**config.mk**
```make
export PLATFORM = sky130hd
export DESIGN_NAME = mwf_median
export DESIGN_NICKNAME = d
export VERILOG_FILES = /design/src/hdl/mwf_pkg.sv /design/src/hdl/mwf_median.sv
export VERILOG_INCLUDE_DIRS = /design/src /design/src/hdl
export SDC_FILE = /design/constraint.sdc
export NUM_CORES = 2
export LEC_CHECK = 0
export BUFFER_PORTS_ARGS = -buffer_cell sky130_fd_sc_hd__buf_2
export CAP_MARGIN = 0
export CELL_PAD_IN_SITES_DETAIL_PLACEMENT = 0
export CELL_PAD_IN_SITES_GLOBAL_PLACEMENT = 1
export CORE_UTILIZATION = 30
export DETAILED_ROUTE_END_ITERATION = 8
export MAX_ROUTING_LAYER = met4
export PLACE_DENSITY = 0.58
export SYNTH_ARGS = -nofsm -noshare
export SYNTH_HDL_FRONTEND = slang
export SYNTH_SLANG_ARGS = --single-unit
```
**constraint.sdc**
```tcl
create_clock -name clk -period 41.8 [get_ports clk]
set_clock_uncertainty 0.15 [all_clocks]
set_input_delay 4.18 -clock clk [delete_from_list [all_inputs] [get_ports clk]]
set_output_delay 4.18 -clock clk [all_outputs]
set_load 0.1 [all_outputs]
```
**src/hdl/median_window_filter_top_defines.svh**
```systemverilog
// Assertion macros shared by the filter's RTL files.
`ifndef MEDIAN_WINDOW_FILTER_TOP_DEFINES_SVH
`define MEDIAN_WINDOW_FILTER_TOP_DEFINES_SVH

// The consequent must hold in the same cycle as the antecedent.
`define MWF_ASSERT_SAME(lbl, ante, cons, msg) \
  lbl: assert property (@(posedge clk) disable iff (!rst_n) (ante) |-> (cons)) \
    else $error(msg);

// The consequent must hold in the cycle after the antecedent.
`define MWF_ASSERT_NEXT(lbl, ante, cons, msg) \
  lbl: assert property (@(posedge clk) disable iff (!rst_n) (ante) |=> (cons)) \
    else $error(msg);

`endif

```
**src/hdl/mwf_pkg.sv**
```systemverilog
package mwf_pkg;

  // Largest window side and longest line held by the line memory.
  localparam int MAX_WINDOW = 5;
  localparam int MAX_LINE   = 1024;

  localparam int LINE_AW     = $clog2(MAX_LINE);
  localparam int WIN_N       = MAX_WINDOW * MAX_WINDOW;
  localparam int RANK_W      = $clog2(WIN_N + 1);
  localparam int WIN_IDX_W   = $clog2(MAX_WINDOW);
  localparam int LINE_WORD_W = 8 * (MAX_WINDOW - 1);
  // The pixel ring must reach back past the largest lag.
  localparam int RING_AW     = $clog2(MAX_WINDOW * MAX_LINE);
  localparam int RING_DEPTH  = 1 << RING_AW;

  localparam int PIX_W = 8;
  localparam int ROW_W = 12;
  localparam int COL_W = 10;

  // Item kinds on the input channel.
  localparam logic KIND_PIXEL = 1'b0;
  localparam logic KIND_DRAIN = 1'b1;

  // Configuration register indexes.
  typedef enum logic [2:0] {
    CFG_IMAGE_WIDTH   = 3'd0,
    CFG_IMAGE_HEIGHT  = 3'd1,
    CFG_WINDOW_HEIGHT = 3'd2,
    CFG_WINDOW_WIDTH  = 3'd3,
    CFG_ANCHOR_ROW    = 3'd4,
    CFG_ANCHOR_COL    = 3'd5
  } cfg_idx_t;

  typedef logic [WIN_N-1:0][PIX_W-1:0] pix_vec_t;

  // Per-result control and position data that rides with the window.
  typedef struct packed {
    logic [PIX_W-1:0] pass;
    logic [ROW_W-1:0] row;
    logic [COL_W-1:0] col;
    logic             last;
    logic             use_median;
  } out_info_t;

endpackage

```
**src/hdl/mwf_median.sv**
```systemverilog
// Rank-based median select: compare matrix, rank count, then pick.
`include "median_window_filter_top_defines.svh"

module mwf_median (
  input  logic                           clk,
  input  logic                           rst_n,
  input  logic                           in_v,
  output logic                           in_rdy,
  input  mwf_pkg::pix_vec_t              in_vals,
  input  mwf_pkg::out_info_t             in_info,
  input  logic [mwf_pkg::RANK_W-1:0]     target,
  output logic                           out_valid,
  input  logic                           out_stall,
  output logic [mwf_pkg::PIX_W-1:0]      out_pixel_out,
  output logic [mwf_pkg::ROW_W-1:0]      out_row,
  output logic [mwf_pkg::COL_W-1:0]      out_col,
  output logic                           out_frame_last
);

  logic a_v_r, b_v_r, o_v_r;
  logic rdy_a, rdy_b, rdy_o;
  mwf_pkg::pix_vec_t  a_vals_r, b_vals_r;
  mwf_pkg::out_info_t a_info_r, b_info_r;
  logic [mwf_pkg::WIN_N-1:0][mwf_pkg::WIN_N-1:0] lt, a_lt_r;
  logic [mwf_pkg::WIN_N-1:0][mwf_pkg::RANK_W-1:0] b_rank_r;
  logic [mwf_pkg::WIN_N-1:0] match;
  logic [mwf_pkg::PIX_W-1:0] median;
  logic [mwf_pkg::PIX_W-1:0] o_pix_r;
  logic [mwf_pkg::ROW_W-1:0] o_row_r;
  logic [mwf_pkg::COL_W-1:0] o_col_r;
  logic                      o_last_r;

  // Stage ready chain from the output register back.
  assign rdy_o  = !o_v_r || !out_stall;
  assign rdy_b  = !b_v_r || rdy_o;
  assign rdy_a  = !a_v_r || rdy_b;
  assign in_rdy = rdy_a;

  // Element j ranks below element i; ties are broken by position.
  always_comb begin
    for (int i = 0; i < mwf_pkg::WIN_N; i++) begin
      for (int j = 0; j < mwf_pkg::WIN_N; j++) begin
        lt[i][j] = (in_vals[j] < in_vals[i]) || ((in_vals[j] == in_vals[i]) && (j < i));
      end
    end
  end

  // Exactly one element carries the target rank.
  always_comb begin
    median = '0;
    for (int i = 0; i < mwf_pkg::WIN_N; i++) begin
      match[i] = (b_rank_r[i] == target);
      if (match[i]) begin
        median = median | b_vals_r[i];
      end
    end
  end

  // Valid bits of the stages.
  always_ff @(posedge clk) begin
    if (!rst_n) begin
      a_v_r <= 1'b0;
      b_v_r <= 1'b0;
      o_v_r <= 1'b0;
    end else begin
      if (rdy_a) a_v_r <= in_v;
      if (rdy_b) b_v_r <= a_v_r;
      if (rdy_o) o_v_r <= b_v_r;
    end
  end

  // Payload of the stages.
  always_ff @(posedge clk) begin
    if (rdy_a && in_v) begin
      a_vals_r <= in_vals;
      a_info_r <= in_info;
      a_lt_r   <= lt;
    end
    if (rdy_b && a_v_r) begin
      b_vals_r <= a_vals_r;
      b_info_r <= a_info_r;
      for (int i = 0; i < mwf_pkg::WIN_N; i++) begin
        b_rank_r[i] <= mwf_pkg::RANK_W'($countones(a_lt_r[i]));
      end
    end
    if (rdy_o && b_v_r) begin
      o_pix_r  <= b_info_r.use_median ? median : b_info_r.pass;
      o_row_r  <= b_info_r.row;
      o_col_r  <= b_info_r.col;
      o_last_r <= b_info_r.last;
    end
  end

  assign out_valid      = o_v_r;
  assign out_pixel_out  = o_pix_r;
  assign out_row        = o_row_r;
  assign out_col        = o_col_r;
  assign out_frame_last = o_last_r;

  `MWF_ASSERT_SAME(a_rank_unique, b_v_r && b_info_r.use_median, $onehot(match), "median rank not unique")

endmodule

```
==> metrics.md <==
| Metric | Value |
|---|---|
| Result of the run | `finished clean` |
| Initial Utilization | `30.1%` |
| Internal | `4.46 mW` |
| Number of iterations in the first detailed-routing pass | `7` |
| Maximum level of the CTS H-tree | `4` |
| Routed via count | `86766` |
| Sw frac | `42.3%` |
| Violation count after the first detailed-routing iteration | `10443` |
| Routed Wire Length | `519 mm` |
| I/O pin count | `274` |
| Die ar. | `369000 um^2` |
| Post-layout total power | `7.73 mW` |
| Count of final setup violators | `0` |
| Async set-or-reset flop fraction in the synthesized netlist | `0%` |
| Area after DPL | `119000 um^2` |
| Worst Setup End Kind | `output pin` |
| Number of hold-repair buffers added at the cts stage | `0` |
| Critical path data required time | `37470 ps` |
| Number of different library cells in the post-synthesis netlist | `41` |
| Hold slack | `224 ps` |
| Routed length per instance | `34.4 um` |
| Final instance count without filler cells | `15073` |
| Max Fanout on Critical Path | `4` |
| Number of pins with negative max-slew slack in the final report | `0` |
| Wire length of the first global-routing pass | `699 mm` |
| Fmax | `106 MHz` |
| FF/Latch Area | `36700 um^2` |
| Pin count of the biggest net entering global routing | `78` |
| Fraction of layout cells with a size suffix above 1 | `7.75%` |
| Source-to-sink clock delay at the later pin of the worst-skew pair | `890 ps` |
| Clk slew on worst S/H paths | `60 ps` |
| Sequential power share | `25.0%` |
| Critical path launch point type | `input pin` |
| Setup total negative slack | `0 ps` |
| Resize count post-CTS | `0` |
| Total standard cell area after synthesis | `110000 um^2` |
| Area of combinational cells with multiple inputs | `69900 um^2` |
| Yosys top cell area share | `33.3%` |
| Yosys synthesis warning count | `0` |
| HPWL reported at the end of detailed placement | `365 mm` |
| Number of flops mapped to enable cells by yosys | `1220` |
| Antenna violations before repair | `73` |
| PnR worst setup slack | `32340 ps` |
| Max-cap violations | `0` |
| Filler Cell Count | `35807` |
| Peak supply drop | `0.0693 mV` |
| Longest Clk Path Bufs | `4` |
| Flip-flop and latch count after synthesis | `1223` |
| Fin util | `34.1%` |
| Sink Count | `1223` |
| Total placed cells including tap cells | `14759` |
| Total setup buffers inserted after CTS | `0` |
| Top cells by area in the synthesized netlist | `edfxtp_1 (33%), ha_1 (32%), fa_1 (8.6%), a21o_1 (4.3%), o21ai_0 (4.0%)` |
| Per-instance average area after synthesis | `11.6 um^2` |
| Number of global-route vias before repair | `84481` |
| Clock root buffer | `clkbuf_16` |
| Type of the most critical hold path | `register to register` |
| Residual antenna-violating net count after detailed routing | `0` |
| Fraction of power consumed by the clock network | `19.5%` |
| Most frequent cells in the layout | `ha_1 (2813), edfxtp_1 (1220), o21ai_0 (880), inv_1 (815), a21oi_1 (632)` |
| Crit Path Category | `input pin to output pin` |
| Routed vias/inst | `5.76` |
| Total congestion overflow after global routing | `0` |
| Net switching power figure | `3.27 mW` |
| Most frequent standard cell in the layout excluding fill and tap cells | `ha_1` |
| Die height | `608 um` |
| Worst slack at placement | `32360 ps` |
| Row Count | `222` |
| Cell type with the largest total area after synthesis | `edfxtp_1` |
| Number of design rule violations left after detail routing | `0` |
| Actual slew at the worst max-slew pin | `1310 ps` |
| Arrival @ worst endpoint | `5130 ps` |
| Overall track demand over capacity in global routing | `28.3%` |
| Total clock buffers created by CTS | `162` |
| Leakage power figure | `56.9 nW` |
| IO buf count | `273` |
| Area of the core | `365000 um^2` |
| Unrepaired setup endpoints after global routing | `false` |
| Final standard cell area without fillers | `124000 um^2` |
| Primary FF master, synth | `edfxtp_1` |
| Final cycle utilization of the critical path | `22.6%` |
| Die Width | `608 um` |
| Number of nets in the layout | `13631` |
| Placer's final routability congestion estimate | `0.950` |
| Power Density | `62.1 nW/um^2` |
| Proportion of power drawn by combinational gates | `55.5%` |
| Hold violation count in the final report | `0` |
| CTS tree | `yes` |
| Cells after synthesis | `9467` |
| Worst slew margin | `12.7%` |
| Sequential-to-total area share from yosys stat | `33.4%` |
| Layout Area Growth over Synthesis | `13.1%` |
| Final period demand of the worst path | `9460 ps` |
## flip-flops by register name, indices dropped and copies added (netlist names)
register	flops
a_info_r	32
a_lt_r	600
a_v_r	1
a_vals_r	200
b_info_r	32
b_rank_r	125
b_v_r	1
b_vals_r	200
out_col	10
out_frame_last	1
out_pixel_out	8
out_row	12
out_valid	1
## cells by family (layout without fill, tap and decap cells)
kind of cell	count (synthesis)	count (layout)	share of synthesized area [%]
and+or+nand+nor	1366	1366	7.60
adders and majority gates	3283	3283	40.5
xor gates and xnor gates	176	176	1.42
AOI/OAI and AO/OA	2541	2541	13.9
other	1	27	0.00341
buffers and inverters	877	1641	3.13
DFF	1223	1223	33.4
## worst paths after layout
check,slack (ps),cells after the start,startpoint,endpoint
max,32340,4,out_stall,in_rdy
min,220,0,a_vals_r[95],b_vals_r[95]
max reg2reg,36530,12,a_lt_r[243],b_rank_r[48]
min reg2reg,220,0,a_vals_r[95],b_vals_r[95]
## power groups by stage
| stage | clock (mW) | sequential (mW) | combinational [mW] |
|---|---|---|---|
| final | 1.50 | 1.94 | 4.29 |
| after detailed placement | 0 | 1.96 | 4.23 |
| after CTS | 1.52 | 1.93 | 4.28 |
| after global placement | 0 | 1.96 | 4.09 |
| after floorplan | 0 | 1.93 | 2.79 |
| after global routing | 1.56 | 1.94 | 4.81 |
## final cells by class
type                            count  share of cell area, %
Timing Repair Buffer              491                   2.42
Antenna cell                       25                 0.0503
Inverter                          861                   2.60
Clock buffer                      187                   3.40
Sequential cell                  1223                   29.5
Tap cell                         4816                   4.84
Clock inverter                    102                   1.02
Multi-Input combinational cell   7368                   56.2
## layer usage
metal	vias up	global-route usage, %	wire length [um]
met2	4449	42.4	224000
met1	43887	37.0	220000
met4	0	15.4	34400
met3	1069	3.83	40700
met5	-	-	0
li1	37361	-	-
## cells in the mapped netlist, types with 4 or more instances
library cell and number:
edfxtp_1 1220, ha_1 2813, xor2_1 14, o32a_1 8
nand2b_1 300, nand2_1 35, nand3_2 10, o21ai_0 880
inv_1 861, a21o_1 628, nor2_1 18, nand4_1 614
buf_6 8, o22ai_1 27, a221oi_1 24, fa_1 470
nor2b_1 303, a22oi_1 31, xnor2_1 159, o21a_1 301
nand3_1 76, a21oi_1 632, buf_12 4
## critical path: stages
cell	delay [ps]
buf_2	130
and3_1	260
nand2_1	120
buf_2	440
(Power assumes the default switching activity.)
